File: config.mk
export PLATFORM = sky130hd
export DESIGN_NAME = ppst_ctrl
export DESIGN_NICKNAME = d
export VERILOG_FILES = /design/src/rtl/ppst_pkg.sv /design/src/rtl/ppst_ctrl.sv
export SDC_FILE = /design/constraint.sdc
export NUM_CORES = 1
export LEC_CHECK = 0
export BUFFER_PORTS_ARGS = -buffer_cell sky130_fd_sc_hd__buf_2
export CAP_MARGIN = 20
export CORE_MARGIN = 1.5
export CORE_UTILIZATION = 30
export DETAILED_ROUTE_END_ITERATION = 10
export GPL_ROUTABILITY_DRIVEN = 0
export GPL_TIMING_DRIVEN = 0
export PLACE_DENSITY_LB_ADDON = 0.08
export SYNTH_ARGS = -nofsm -noshare
export SYNTH_HDL_FRONTEND = slang
export SYNTH_SLANG_ARGS = --single-unit
File: constraint.sdc
create_clock -name clk -period 5.5 [get_ports clk]
set_input_delay 0.275 -clock clk [delete_from_list [all_inputs] [get_ports clk]]
set_output_delay 0.275 -clock clk [all_outputs]
set_load 0.01 [all_outputs]
File: src/rtl/ppst_pkg.sv
`default_nettype none

package ppst_pkg;

    // Internal angle width (radians, 20 fraction bits)
    localparam int ZW = 26;
    // Sine unit data width
    localparam int SW = 34;
    // Number of CORDIC micro-rotations
    localparam int CORDIC_STEPS = 20;

    localparam logic signed [ZW-1:0] ANG_PI      = ZW'(3294199);
    localparam logic signed [ZW-1:0] ANG_HALF_PI = ZW'(1647099);
    localparam logic signed [ZW-1:0] ANG_TWO_PI  = ZW'(6588398);
    localparam logic signed [SW-1:0] GAIN_INV    = SW'(652032874);

    // Normalization window for the vectoring CORDIC
    localparam int NORM_LOW_BIT  = 40;
    localparam int NORM_HIGH_BIT = 41;

    // Fixed scale of the lookahead term in the steering atan2
    localparam int LD_SCALE_SHIFT = 16;
    // Shift that brings 2*L*sin back to the lookahead scale
    localparam int NUM_SHIFT = 14;
    // Rounding of internal angles to the port format
    localparam int ANG_OUT_SHIFT = 8;
    localparam int SQRT_STEPS = 33;

    // Configuration register indexes
    localparam logic [2:0] CFG_WHEELBASE      = 3'd0;
    localparam logic [2:0] CFG_BASE_LOOKAHEAD = 3'd1;
    localparam logic [2:0] CFG_LOOKAHEAD_GAIN = 3'd2;
    localparam logic [2:0] CFG_STEER_LIMIT    = 3'd3;
    localparam logic [2:0] CFG_WAYPOINT_COUNT = 3'd4;

    // Input word kinds
    localparam logic REQ_LOAD = 1'b0;
    localparam logic REQ_POSE = 1'b1;

    // Controller to datapath commands
    typedef struct packed {
        logic       wr_load;
        logic       cap_pose;
        logic       ld_sum;
        logic       scan_rd;
        logic       walk_rd;
        logic       sqrt_step;
        logic       walk_acc;
        logic       at_load;
        logic       at_src;
        logic       at_norm;
        logic       at_rot;
        logic       alpha;
        logic       wrap;
        logic       sin_init;
        logic       sin_rot;
        logic       num_mul;
        logic       fin;
        logic [4:0] step;
    } cmd_t;

    // Datapath to controller status
    typedef struct packed {
        logic pipe_busy;
        logic walk_more;
        logic at_zero;
        logic at_low;
        logic at_high;
        logic in_range;
    } sts_t;

    // atan(2^-i) in radians, 20 fraction bits
    function automatic logic signed [ZW-1:0] atan_entry(input logic [4:0] i);
        logic signed [ZW-1:0] r;
        unique case (i)
            5'd0:  r = ZW'(823550);
            5'd1:  r = ZW'(486170);
            5'd2:  r = ZW'(256879);
            5'd3:  r = ZW'(130396);
            5'd4:  r = ZW'(65451);
            5'd5:  r = ZW'(32757);
            5'd6:  r = ZW'(16383);
            5'd7:  r = ZW'(8192);
            5'd8:  r = ZW'(4096);
            5'd9:  r = ZW'(2048);
            5'd10: r = ZW'(1024);
            5'd11: r = ZW'(512);
            5'd12: r = ZW'(256);
            5'd13: r = ZW'(128);
            5'd14: r = ZW'(64);
            5'd15: r = ZW'(32);
            5'd16: r = ZW'(16);
            5'd17: r = ZW'(8);
            5'd18: r = ZW'(4);
            5'd19: r = ZW'(2);
            default: r = '0;
        endcase
        return r;
    endfunction

endpackage

`default_nettype wire

File: src/rtl/ppst_ctrl.sv
`default_nettype none

module ppst_ctrl import ppst_pkg::*; #(
    parameter int MAX_WAYPOINTS = 1024
) (
    input  wire logic                               clk,
    input  wire logic                               rst_n,
    input  wire logic                               in_valid,
    output logic                                    in_ready,
    input  wire logic                               req_type,
    output logic                                    out_valid,
    input  wire logic                               out_ready,
    input  wire logic [$clog2(MAX_WAYPOINTS):0]     n,
    input  wire sts_t                               sts,
    output cmd_t                                    cmd,
    output logic [$clog2(MAX_WAYPOINTS)-1:0]        scan_addr
);

    localparam int IDX_W = $clog2(MAX_WAYPOINTS);
    localparam int N_W   = IDX_W + 1;
    localparam int CNT_W = (N_W > 6) ? N_W : 6;

    localparam logic [4:0] S_IDLE  = 5'd0;
    localparam logic [4:0] S_LDS   = 5'd1;
    localparam logic [4:0] S_SCAN  = 5'd2;
    localparam logic [4:0] S_SCANW = 5'd3;
    localparam logic [4:0] S_WCHK  = 5'd4;
    localparam logic [4:0] S_WRD   = 5'd5;
    localparam logic [4:0] S_WWAIT = 5'd6;
    localparam logic [4:0] S_SQRT  = 5'd7;
    localparam logic [4:0] S_WACC  = 5'd8;
    localparam logic [4:0] S_ATLD  = 5'd9;
    localparam logic [4:0] S_ANORM = 5'd10;
    localparam logic [4:0] S_AROT  = 5'd11;
    localparam logic [4:0] S_ALPHA = 5'd12;
    localparam logic [4:0] S_WRAP  = 5'd13;
    localparam logic [4:0] S_SINI  = 5'd14;
    localparam logic [4:0] S_SROT  = 5'd15;
    localparam logic [4:0] S_MUL   = 5'd16;
    localparam logic [4:0] S_FIN   = 5'd17;

    localparam logic PH_HEADING = 1'b0;
    localparam logic PH_STEER   = 1'b1;

    logic [4:0]       state_reg, state_next;
    logic [CNT_W-1:0] cnt_reg, cnt_next;
    logic             phase_reg, phase_next;
    logic             out_valid_reg, out_valid_next;

    assign in_ready  = (state_reg == S_IDLE);
    assign out_valid = out_valid_reg;
    assign scan_addr = cnt_reg[IDX_W-1:0];

    // Write load words while idle; sequence one pose through scan, walk and the two angle units
    always_comb
    begin
        state_next = state_reg;
        cnt_next   = cnt_reg;
        phase_next = phase_reg;
        cmd        = '0;
        cmd.step   = cnt_reg[4:0];
        cmd.at_src = phase_reg;
        unique case (state_reg)
            S_IDLE:
            begin
                if (in_valid)
                begin
                    if (req_type == REQ_LOAD)
                    begin
                        cmd.wr_load = 1'b1;
                    end
                    else if (n != '0)
                    begin
                        cmd.cap_pose = 1'b1;
                        state_next   = S_LDS;
                    end
                end
            end
            S_LDS:
            begin
                cmd.ld_sum = 1'b1;
                cnt_next   = '0;
                state_next = S_SCAN;
            end
            S_SCAN:
            begin
                if (cnt_reg < CNT_W'(n))
                begin
                    cmd.scan_rd = 1'b1;
                    cnt_next    = cnt_reg + 1'b1;
                end
                else
                begin
                    state_next = S_SCANW;
                end
            end
            S_SCANW:
            begin
                if (!sts.pipe_busy)
                begin
                    state_next = S_WCHK;
                end
            end
            S_WCHK:
            begin
                if (sts.walk_more)
                begin
                    state_next = S_WRD;
                end
                else
                begin
                    phase_next = PH_HEADING;
                    state_next = S_ATLD;
                end
            end
            S_WRD:
            begin
                cmd.walk_rd = 1'b1;
                state_next  = S_WWAIT;
            end
            S_WWAIT:
            begin
                if (!sts.pipe_busy)
                begin
                    cnt_next   = '0;
                    state_next = S_SQRT;
                end
            end
            S_SQRT:
            begin
                cmd.sqrt_step = 1'b1;
                if (cnt_reg == CNT_W'(SQRT_STEPS - 1))
                begin
                    state_next = S_WACC;
                end
                else
                begin
                    cnt_next = cnt_reg + 1'b1;
                end
            end
            S_WACC:
            begin
                cmd.walk_acc = 1'b1;
                state_next   = S_WCHK;
            end
            S_ATLD:
            begin
                cmd.at_load = 1'b1;
                state_next  = S_ANORM;
            end
            S_ANORM:
            begin
                if (sts.at_zero)
                begin
                    state_next = (phase_reg == PH_STEER) ? S_FIN : S_ALPHA;
                end
                else if (sts.at_low || sts.at_high)
                begin
                    cmd.at_norm = 1'b1;
                end
                else
                begin
                    cnt_next   = '0;
                    state_next = S_AROT;
                end
            end
            S_AROT:
            begin
                cmd.at_rot = 1'b1;
                if (cnt_reg == CNT_W'(CORDIC_STEPS - 1))
                begin
                    state_next = (phase_reg == PH_STEER) ? S_FIN : S_ALPHA;
                end
                else
                begin
                    cnt_next = cnt_reg + 1'b1;
                end
            end
            S_ALPHA:
            begin
                cmd.alpha  = 1'b1;
                state_next = S_WRAP;
            end
            S_WRAP:
            begin
                if (sts.in_range)
                begin
                    state_next = S_SINI;
                end
                else
                begin
                    cmd.wrap = 1'b1;
                end
            end
            S_SINI:
            begin
                cmd.sin_init = 1'b1;
                cnt_next     = '0;
                state_next   = S_SROT;
            end
            S_SROT:
            begin
                cmd.sin_rot = 1'b1;
                if (cnt_reg == CNT_W'(CORDIC_STEPS - 1))
                begin
                    state_next = S_MUL;
                end
                else
                begin
                    cnt_next = cnt_reg + 1'b1;
                end
            end
            S_MUL:
            begin
                cmd.num_mul = 1'b1;
                phase_next  = PH_STEER;
                state_next  = S_ATLD;
            end
            S_FIN:
            begin
                if (!out_valid_reg || out_ready)
                begin
                    cmd.fin    = 1'b1;
                    state_next = S_IDLE;
                end
            end
            default:
            begin
                state_next = S_IDLE;
            end
        endcase
    end

    // Hold the result word until taken
    always_comb
    begin
        out_valid_next = out_valid_reg;
        if (cmd.fin)
        begin
            out_valid_next = 1'b1;
        end
        else if (out_ready)
        begin
            out_valid_next = 1'b0;
        end
    end

    always_ff @(posedge clk or negedge rst_n)
    begin
        if (!rst_n)
        begin
            state_reg     <= S_IDLE;
            cnt_reg       <= '0;
            phase_reg     <= PH_HEADING;
            out_valid_reg <= 1'b0;
        end
        else
        begin
            state_reg     <= state_next;
            cnt_reg       <= cnt_next;
            phase_reg     <= phase_next;
            out_valid_reg <= out_valid_next;
        end
    end

endmodule

`default_nettype wire

* Word-level counts from Yosys, hierarchy flattened
Index checks and enable logic that the tools add are counted.
** Word-level totals
- Output and inout bits :: 34
- Word-level logic and storage cells :: 107
- Bits of input ports :: 22
- Register bits :: 18
** Cells by class
- Muxes and demuxes :: 51
- Equal/unequal tests :: 37
- $add $sub $neg :: 1
- Reduce and logical (&&, ||, !) cells :: 13
- Magnitude comparators :: 1
** Operator list (count)
- 5-bit one-hot mux with 18 select lines :: 1
- 5-bit 2-to-1 mux :: 14
- 11-bit 2-to-1 mux :: 6
- 11-bit one-hot mux with 6 select lines :: 1
- 5-bit by 4-bit equality test with 1-bit output (second input constant) :: 8
- 2-bit != test (second input constant) :: 15
- 1-bit 2-to-1 mux :: 25
- 5-bit by 3-bit equality test with 1-bit output (second input constant) :: 4
- 12-bit AND reduction :: 1
- 11-bit by 1-bit adder with 11-bit output (second input constant) :: 1
- 11-bit by 5-bit equality test with 1-bit output (second input constant) :: 1
- 11-bit by 6-bit equality test with 1-bit output (second input constant) :: 1
- 11-bit less-than comparator :: 1
- 11-bit nonzero test :: 1
- 5-bit by 2-bit equality test with 1-bit output (second input constant) :: 2
- 5-bit equality test (second input constant) :: 2
- 7-bit AND reduction :: 1
- 6-bit nonzero test :: 1
- 5-bit by 1-bit equality test with 1-bit output (second input constant) :: 1
- 5-bit logical NOT :: 1
- 2-bit 2-to-1 mux :: 2
- 4-bit 2-to-1 mux :: 1
- 2-bit by 1-bit != test with 1-bit output (second input constant) :: 2
- 2-bit nonzero test :: 2
- 6 further kinds :: 8

* Longest topological paths before layout
Gate-level depths: netlist (run 1).
- Depth after elaboration :: 5
- Depth in mapped cells :: 9
- Depth with buffers taken out :: 8

* Worst setup path before layout (run 1)
No wires, ideal clock.
- Path type :: register to register
- From :: register cnt_reg[9]
- To :: register cnt_reg[10]
- Stages on the path, launching flop included :: 8
- Path buffers :: 1
- Library setup time :: 0.110 ns
- Period minus slack after synthesis :: 2.230 ns
- Setup slack :: 3.270 ns
- Data arrival time :: 2.120 ns
- Required time :: 5.390 ns
- Cell sequence :: dfrtp_1 -> ha_1 -> a21o_1 -> a2111oi_2 -> a21oi_1 -> or2_1 -> buf_2 -> o41ai_1
** Between the ends
- Word-level cells in the longest chain between the ends :: 3
- Elaborated cells on any way between the ends :: 12
- Classes of those cells :: 1 x add/sub; 1 x order compare; 5 x eq/ne; 4 x mux; 1 x reduce/logical
** RTL lines
- start, declared :: RTL line ppst_ctrl.sv:46 : logic [CNT_W-1:0] cnt_reg, cnt_next;
- start signal, assigned :: RTL line ppst_ctrl.sv:260 : cnt_reg <= cnt_next;
- 11-bit by 1-bit adder with 11-bit output, or another cell as far along
- 11-bit 2-to-1 mux, or another cell as far along :: RTL line ppst_ctrl.sv:170, ppst_ctrl.sv:204
- 11-bit one-hot mux with 6 select lines or 7-bit AND reduction (tied branches)
Several ways; a longest one is shown, not always the timed one. The select of a mux whose other input is x is not followed.
A chain may end at the register's enable or synchronous reset.

* Worst setup path in the final report (run 1)
- From :: register cnt_reg[9]
- To :: register cnt_reg[9]
Same word-level chain as after synthesis.

==> qor.yml, run 1 <==
placement:
  place_inst: 390
  detailed_place_hpwl_um: 4420
  io_buffers: 55
layout:
  num_antenna_cells: 0
  final.fill_count: 686
  seq_area_sq_um: 450
  instances_no_fill: 394
  largest_register_ff_count: 11
  multi_input_comb_area_sq_um: 1270
  drive_above_1_share_pct: 30.3
  area.growth.synth_to_final_pct: 21.2
  fin_nets: 353
setup_path:
  start_kind: "flop"
  worst-r2r-setup-slack_ps: 2980
  worst-path-max-fanout: 10
  worstPathArrival_ps: 2670
  crit_required_ps: 5650
  critical_path.endpoint_type: "flop"
  timing_worst_setup_path_type: "reg2reg"
clock_tree:
  cts-htree-levels: 1
  cts.root.buffer_cell: "sky130_fd_sc_hd__clkbuf_8"
  clkLatencyLatePin_ps: 260
  max-clock-path-buffers: 2
  clk_pin_slew_worst_paths_ps: 80
  cts_tree: "yes"
  clock_sink_count: 18
  cts_buffers: 3
synth:
  synthesis.yosys.warnings: 0
  synth_seq_area_share_pct: 22.6
  ys_top_cells_by_count: "sky130_fd_sc_hd__nor2_1 (23), sky130_fd_sc_hd__buf_4 (19), sky130_fd_sc_hd__dfrtp_1 (18), sky130_fd_sc_hd__inv_1 (17), sky130_fd_sc_hd__nand2_1 (16)"
  synth-seq-cells: 18
  synth.lib_cells_used.distinct: 51
  netlist_instances: 258
  dominant_synthesized_flop_cell: "sky130_fd_sc_hd__dfrtp_1"
  async_reset_ff_share_pct: 100
  synth_enable_flop_cells: 0
  post-synth-top-count-cell: "sky130_fd_sc_hd__nor2_1"
  syn_area_per_cell_sq_um: 7.72
  ys_top_cells_by_area: "sky130_fd_sc_hd__dfrtp_1 (23%), sky130_fd_sc_hd__ha_1 (7.5%), sky130_fd_sc_hd__buf_4 (7.2%), sky130_fd_sc_hd__o31ai_1 (5.7%), sky130_fd_sc_hd__nor2_1 (4.3%)"
  synth_largest_type_area_fraction_pct: 22.6
  cell_accounting_for_the_most_synthesized_area: "sky130_fd_sc_hd__dfrtp_1"
  mappedNetlistNets: 292
  synth.cell_area_sq_um: 1990
floorplan:
  start_util_pct: 31.2
  die_width_um: 84.5
  floorplan.die_area_sq_um: 7140
  dieHeight_um: 84.5
  coreArea_sq_um: 6390
  design.portCount: 56
  floorplan.rows: 29
power:
  power.share.switching_pct: 49.4
  pwr-share-comb_pct: 71.3
  clkPwrFrac_pct: 8.6
  power_density_over_the_cells_nw_per_um2: 470
  switching_power_mw: 0.560
  internal_power_mw: 0.574
  leakage_nw: 1.18
  seq_power_share_pct: 20.1
  power.total_mw: 1.13
  ir_worst_vdd_uv: 135
routing:
  route.antenna.remaining_nets: 0
  drt_pass1_iterations: 4
  detailroute.via_count: 2034
  drt_drc_violations_left: 0
  wire_per_inst_um: 14.7
  drt_iter0_drc: 91
  drt-vias-per-instance: 5.16
  wl_um: 5790
timing:
  hold_viol_final: 0
  final-setup-viol-count: 0
  max_slew.worst_pin.slew_ps: 455
  finClkSkew_ps: 3.38
  slew_violations: 0
  timing.final.crit_share_pct: 45.8
  setup_total_negative_slack_ps: 0
  unrepaired_setup_endpoints_after_global_routing: "no"
  clock.fmax_ghz: 0.397
  timing.max_slew.rel_slack_pct: 69.4
  finalWorstPathRequiredPeriod_ps: 2520
grt:
  use_met3_pct: 1.18
  grt_use_met2_pct: 24.4
  grt_pass1_wl_um: 9490
  top_usage_layer: "met1"
  initial_antenna_violation_count: 0
  m1_gr_usage_pct: 25.2
  grt_util_all_layers_pct: 16.3
  global_route.overflow_total: 0
  grt_pass1_vias: 1884
  grt_max_degree: 19
job:
  max_cap_violations: 0
hold_path:
  hold_crit_path_type: "in2reg"
status:
  status: "finished, final reports clean"
-- power groups by stage --
stage	sequential (mW)	clock, mW	combinational, mW
after floorplan	0.210	0	0.613
after global placement	0.231	0	0.811
after detailed placement	0.231	0	0.810
after CTS	0.228	0.0998	0.814
after global routing	0.236	0.103	0.895
final	0.228	0.0973	0.809
-- worst max-delay path, cell delays in order, from the launching register on --
cell                        delay (ps)
sky130_fd_sc_hd__dfrtp_1           560
sky130_fd_sc_hd__ha_1              310
sky130_fd_sc_hd__a21o_1            190
sky130_fd_sc_hd__a2111oi_2         380
sky130_fd_sc_hd__a21oi_1           200
sky130_fd_sc_hd__or2_1             230
sky130_fd_sc_hd__buf_2             190
sky130_fd_sc_hd__o41ai_1           350
-- placed cells by master (no fill, tap or decap), drive strengths merged, types with 8 or more instances in the layout --
cell type / instances
clkbuf: 9
ha: 12
nand2b: 8
a21oi: 12
inv: 17
nand3: 10
o21ai: 12
buf: 83
nand2: 16
o31ai: 15
dfrtp: 18
nor2: 24
nor3: 13
-- cell families (layout without fill, tap and decap cells) --
family	count (synthesis)	in the layout	synth area share [%]
adder cells (fa/ha/maj)	12	12	7.54
buffers and inverters	51	110	13.7
multiplexers	4	4	2.76
flip-flops	18	18	22.6
AND/OR/NAND/NOR	108	108	30.7
AO/OA/AOI/OAI	65	65	22.7
-- worst paths after layout --
path	start	end	depth (start not counted)
setup / recovery	cnt_reg[9]	cnt_reg[9]	7
hold / removal	out_ready	out_valid	2
setup reg to reg	cnt_reg[9]	cnt_reg[9]	7
hold reg to reg	out_valid	out_valid	2
max in group asynchronous	rst_n	state_reg[0]	2
min in group asynchronous	rst_n	cnt_reg[6]	2
-- timing repair --
action	in CTS	in global routing
hold endpoints to repair	18	0
buffers inserted	0	0
hold buffers	1	0
endpoints found under the setup margin	0	0
gates resized for setup	0	0
-- metal layers --
layer	part of all wire [%]	vias to the layer above
li1	-	1045
met1	52	939
met2	43	44
met3	3.4	6
met4	1.1	0
met5	0	-
-- per-stage QoR --
step | hold WS, ps | setup WS [ps] | cell area, sq um | util, %
2_1_floorplan | -20.6 | 3270 | 1990 | -
3_3_place_gp | 256 | 2960 | 2360 | 37.0
3_5_place_dp | 267 | 2970 | 2360 | 37.0
4_1_cts | 202 | 2950 | 2410 | 37.8
5_1_grt | 232 | 2740 | 2410 | 37.8
6_report | 201 | 2980 | 2410 | 37.8
-- cell type report --
type                       instances  share of cell area (%)
tap                               77                    3.99
inverter                          17                    2.64
timing repair buffer              56                    11.8
multi-input combinational        189                    52.5
buffer                            34                    8.65
sequential                        18                    18.7
clock buffer                       3                    1.71
Power figures use the tool's default switching activity.
==> run 2, diff against run 1 <==
--- a/config.mk
+++ b/config.mk
@@ -5,6 +5,7 @@
 export SDC_FILE = /design/constraint.sdc
 export NUM_CORES = 1
 export LEC_CHECK = 0
+export ABC_AREA = 1
 export BUFFER_PORTS_ARGS = -buffer_cell sky130_fd_sc_hd__buf_2
 export CAP_MARGIN = 20
 export CORE_MARGIN = 1.5
==> constraint.sdc (replaced) <==
create_clock -name clk -period 2.2 [get_ports clk]
set_input_delay 0.11 -clock clk [delete_from_list [all_inputs] [get_ports clk]]
set_output_delay 0.11 -clock clk [all_outputs]
set_load 0.01 [all_outputs]
==> qor.yml, run 2 <==
status:
  status: "finished, final reports clean"
synth:
  synth.cell_area_sq_um: 2060  # +3.5%
  synth.lib_cells_used.distinct: 30  # -41%
  syn_area_per_cell_sq_um: 5.97  # -23%
  synth_largest_type_area_fraction_pct: 21.9  # -0.76 points
  async_reset_ff_share_pct: 100  # unchanged
  ys_top_cells_by_area: "sky130_fd_sc_hd__dfrtp_1 (22%), sky130_fd_sc_hd__nand2_1 (18%), sky130_fd_sc_hd__nor2_1 (9.3%), sky130_fd_sc_hd__nand3_1 (9.2%), sky130_fd_sc_hd__inv_1 (8.0%)"
  dominant_synthesized_flop_cell: "sky130_fd_sc_hd__dfrtp_1"
  post-synth-top-count-cell: "sky130_fd_sc_hd__nand2_1"
  mappedNetlistNets: 379  # +30%
  synth-seq-cells: 18  # unchanged
  synth_seq_area_share_pct: 21.9  # -0.76 points
  netlist_instances: 345  # +34%
  cell_accounting_for_the_most_synthesized_area: "sky130_fd_sc_hd__dfrtp_1"
  synth_enable_flop_cells: 0  # unchanged
  synthesis.yosys.warnings: 0  # unchanged
  ys_top_cells_by_count: "sky130_fd_sc_hd__nand2_1 (100), sky130_fd_sc_hd__nor2_1 (51), sky130_fd_sc_hd__inv_1 (44), sky130_fd_sc_hd__nand3_1 (38), sky130_fd_sc_hd__buf_4 (19)"
hold_path:
  min_path_cells: 2  # unchanged
  hold_crit_path_type: "in2reg"
  min_from: "out_ready"
  holdPathEnd: "out_valid"
clock_tree:
  cts.root.buffer_cell: "sky130_fd_sc_hd__clkbuf_8"
  cts-htree-levels: 1  # unchanged
  cts_buffers: 3  # unchanged
  clkLatencyLatePin_ps: 260  # about the same
  cts_setup_buffers: 0  # unchanged
  cts_tree: "yes"
  max-clock-path-buffers: 2  # unchanged
  clock_sink_count: 18  # unchanged
  clk_pin_slew_worst_paths_ps: 80  # about the same
timing:
  final.hold.worst_slack_ps: 29.4  # -172 ps
  hold_viol_final: 0  # unchanged
  clock.fmax_ghz: 0.486
  finClkSkew_ps: 4.08  # +0.701 ps
  final-setup-viol-count: 0  # unchanged
  setup_total_negative_slack_ps: 0  # unchanged
  unrepaired_setup_endpoints_after_global_routing: "no"
  finalWorstPathRequiredPeriod_ps: 2060
  max_slew.worst_pin.slew_ps: 464  # +8.62 ps
  slew_violations: 0  # unchanged
  timing.max_slew.rel_slack_pct: 69.1  # -0.34 points
  timing.final.crit_share_pct: 93.5
power:
  power_density_over_the_cells_nw_per_um2: 961  # +100%
  leakage_nw: 1.53  # +29%
  ir_worst_vdd_uv: 402  # +200%
grt:
  global_route.overflow_total: 0  # unchanged
  grt_max_degree: 19  # unchanged
  initial_antenna_violation_count: 0  # unchanged
  grt_pass1_vias: 2074  # +10%
  grt_util_all_layers_pct: 17.0  # +0.71 points
  grt_pass1_wl_um: 9970  # +5.1%
setup_path:
  worstPathArrival_ps: 1950  # -720 ps
  crit_required_ps: 2090  # -3560 ps
  critical_path.endpoint_type: "primary output"
  start_kind: "flop"
  worstReg2RegEnd: "cnt_reg[8]"
  worst-r2r-setup-slack_ps: 210  # -2770 ps
  timing_worst_setup_path_type: "reg2out"
  reg2reg_from: "cnt_reg[4]"
  worst_r2r_path_depth: 10  # +3
  worst-path-max-fanout: 9  # -1
placement:
  io_buffers: 55  # unchanged
  place_inst: 480  # +23%
  detailed_place_hpwl_um: 4710  # +6.5%
  post_dp_cell_area_sq_um: 2440  # +3.1%
layout:
  num_antenna_cells: 0  # unchanged
  area.growth.synth_to_final_pct: 21.5
  largest_register_ff_count: 11  # unchanged
  layout.cells.most_common_list: "sky130_fd_sc_hd__nand2_1 (100), sky130_fd_sc_hd__buf_2 (56), sky130_fd_sc_hd__nor2_1 (51)"
  finish.instance_area_sq_um: 2500  # +3.7%
  final.fill_count: 765  # +12%
  instances_no_fill: 485  # +23%
  drive_above_1_share_pct: 25.2  # -5.1 points
  most_common_cell_after_layout_fill_and_taps_aside: "sky130_fd_sc_hd__nand2_1"
  seq_area_sq_um: 452  # +0.28%
  fin_nets: 440  # +25%
  multi_input_comb_area_sq_um: 1240  # -1.9%
routing:
  drt_drc_violations_left: 0  # unchanged
  wl_um: 5940  # +2.6%
  route.antenna.remaining_nets: 0  # unchanged
  drt_pass1_iterations: 4  # unchanged
  drt_iter0_drc: 139  # +53%
  detailroute.via_count: 2238  # +10%
  wire_per_inst_um: 12.2  # -17%
  drt-vias-per-instance: 4.61  # -11%
job:
  max_cap_violations: 0  # unchanged
floorplan:
  design.portCount: 56  # unchanged
  start_util_pct: 30.7  # -0.52 points
  floorplan.rows: 30  # +3.4%
  floorplan.die_area_sq_um: 7380  # +3.3%
  dieHeight_um: 85.9  # +1.7%
  die_width_um: 85.9  # +1.7%
  coreArea_sq_um: 6720  # +5.2%
[run 2: cell types whose count changed in the layout (fill, tap and decap cells not counted), moves of 7 or more]
cell                       change
sky130_fd_sc_hd__nand2_1      +84
sky130_fd_sc_hd__nand2b_1      -8
sky130_fd_sc_hd__buf_2         -7
sky130_fd_sc_hd__inv_1        +27
sky130_fd_sc_hd__nand3_1      +28
sky130_fd_sc_hd__o31ai_1      -15
sky130_fd_sc_hd__nor2_1       +28
sky130_fd_sc_hd__inv_2         +9
[run 2: worst max-delay path, stage by stage (launching register included)]
cell and delay, ps:
sky130_fd_sc_hd__dfrtp_1 590, sky130_fd_sc_hd__ha_1 320, sky130_fd_sc_hd__nand2_1 70, sky130_fd_sc_hd__nor2_1 40
sky130_fd_sc_hd__and2_1 140, sky130_fd_sc_hd__nand2_1 80, sky130_fd_sc_hd__nand4_2 210, sky130_fd_sc_hd__inv_1 100
sky130_fd_sc_hd__buf_2 130
[run 2: layer usage]
layer,global-route usage [%],wire (um)
met4,4.11,69
met2,25.6,2500
met1,25.3,3030
met3,2.60,340
met5,0,0
[run 2: area by class of cell]
cell class                      count  area share (%)
Multi-Input combinational cell    251            49.7
Sequential cell                    18            18.0
Timing Repair Buffer               56            11.4
Inverter                           54            8.10
Buffer                             22            6.55
Tap cell                           80            4.00
Clock buffer                        4            2.20
[run 2: worst max path at each step]
stage               slack (ps)  cells past startpoint       start           to
finish                     140                      8  cnt_reg[4]      cmd[18]
global route                10                      8  cnt_reg[4]      cmd[18]
CTS                         30                     10  cnt_reg[4]   cnt_reg[8]
detailed placement          50                     10  cnt_reg[4]   cnt_reg[8]
global placement            90                     10  cnt_reg[4]   cnt_reg[2]
floorplan                  470                     10  cnt_reg[4]  cnt_reg[10]
[run 2: power by group]
part	internal (mW)	switching [mW]	leakage [nW]	total, mW
registers	0.411	0.167	0.241	0.577
clock network	0.159	0.133	0.0288	0.292
logic	0.594	0.944	1.26	1.54
total	1.16	1.24	1.53	2.41
[run 2: logic make-up after synthesis]
kind of cell	share of synthesized area, %
flops	21.9
xor+xnor	2.98
fa+ha+maj	7.29
simple gates	45.7
buf+inv	17.7
compound gates	4.43
[run 2: timing repair]
item,in CTS,in global routing
setup endpoints to repair,0,14
hold buffers,1,0
endpoints found under the hold margin,18,0
gates resized for setup,0,3
[run 2: through the flow]
| stage | util, % | power (mW) | worst slack, ps |
|---|---|---|---|
| detailed placement | 36.3 | 2.12 | 53.5 |
| global placement | 36.3 | 2.12 | 91.4 |
| CTS | 37.2 | 2.42 | 35.0 |
| floorplan | - | 1.66 | 473 |
| global route | 37.3 | 2.66 | 12.4 |
| finish | 37.3 | 2.41 | 142 |
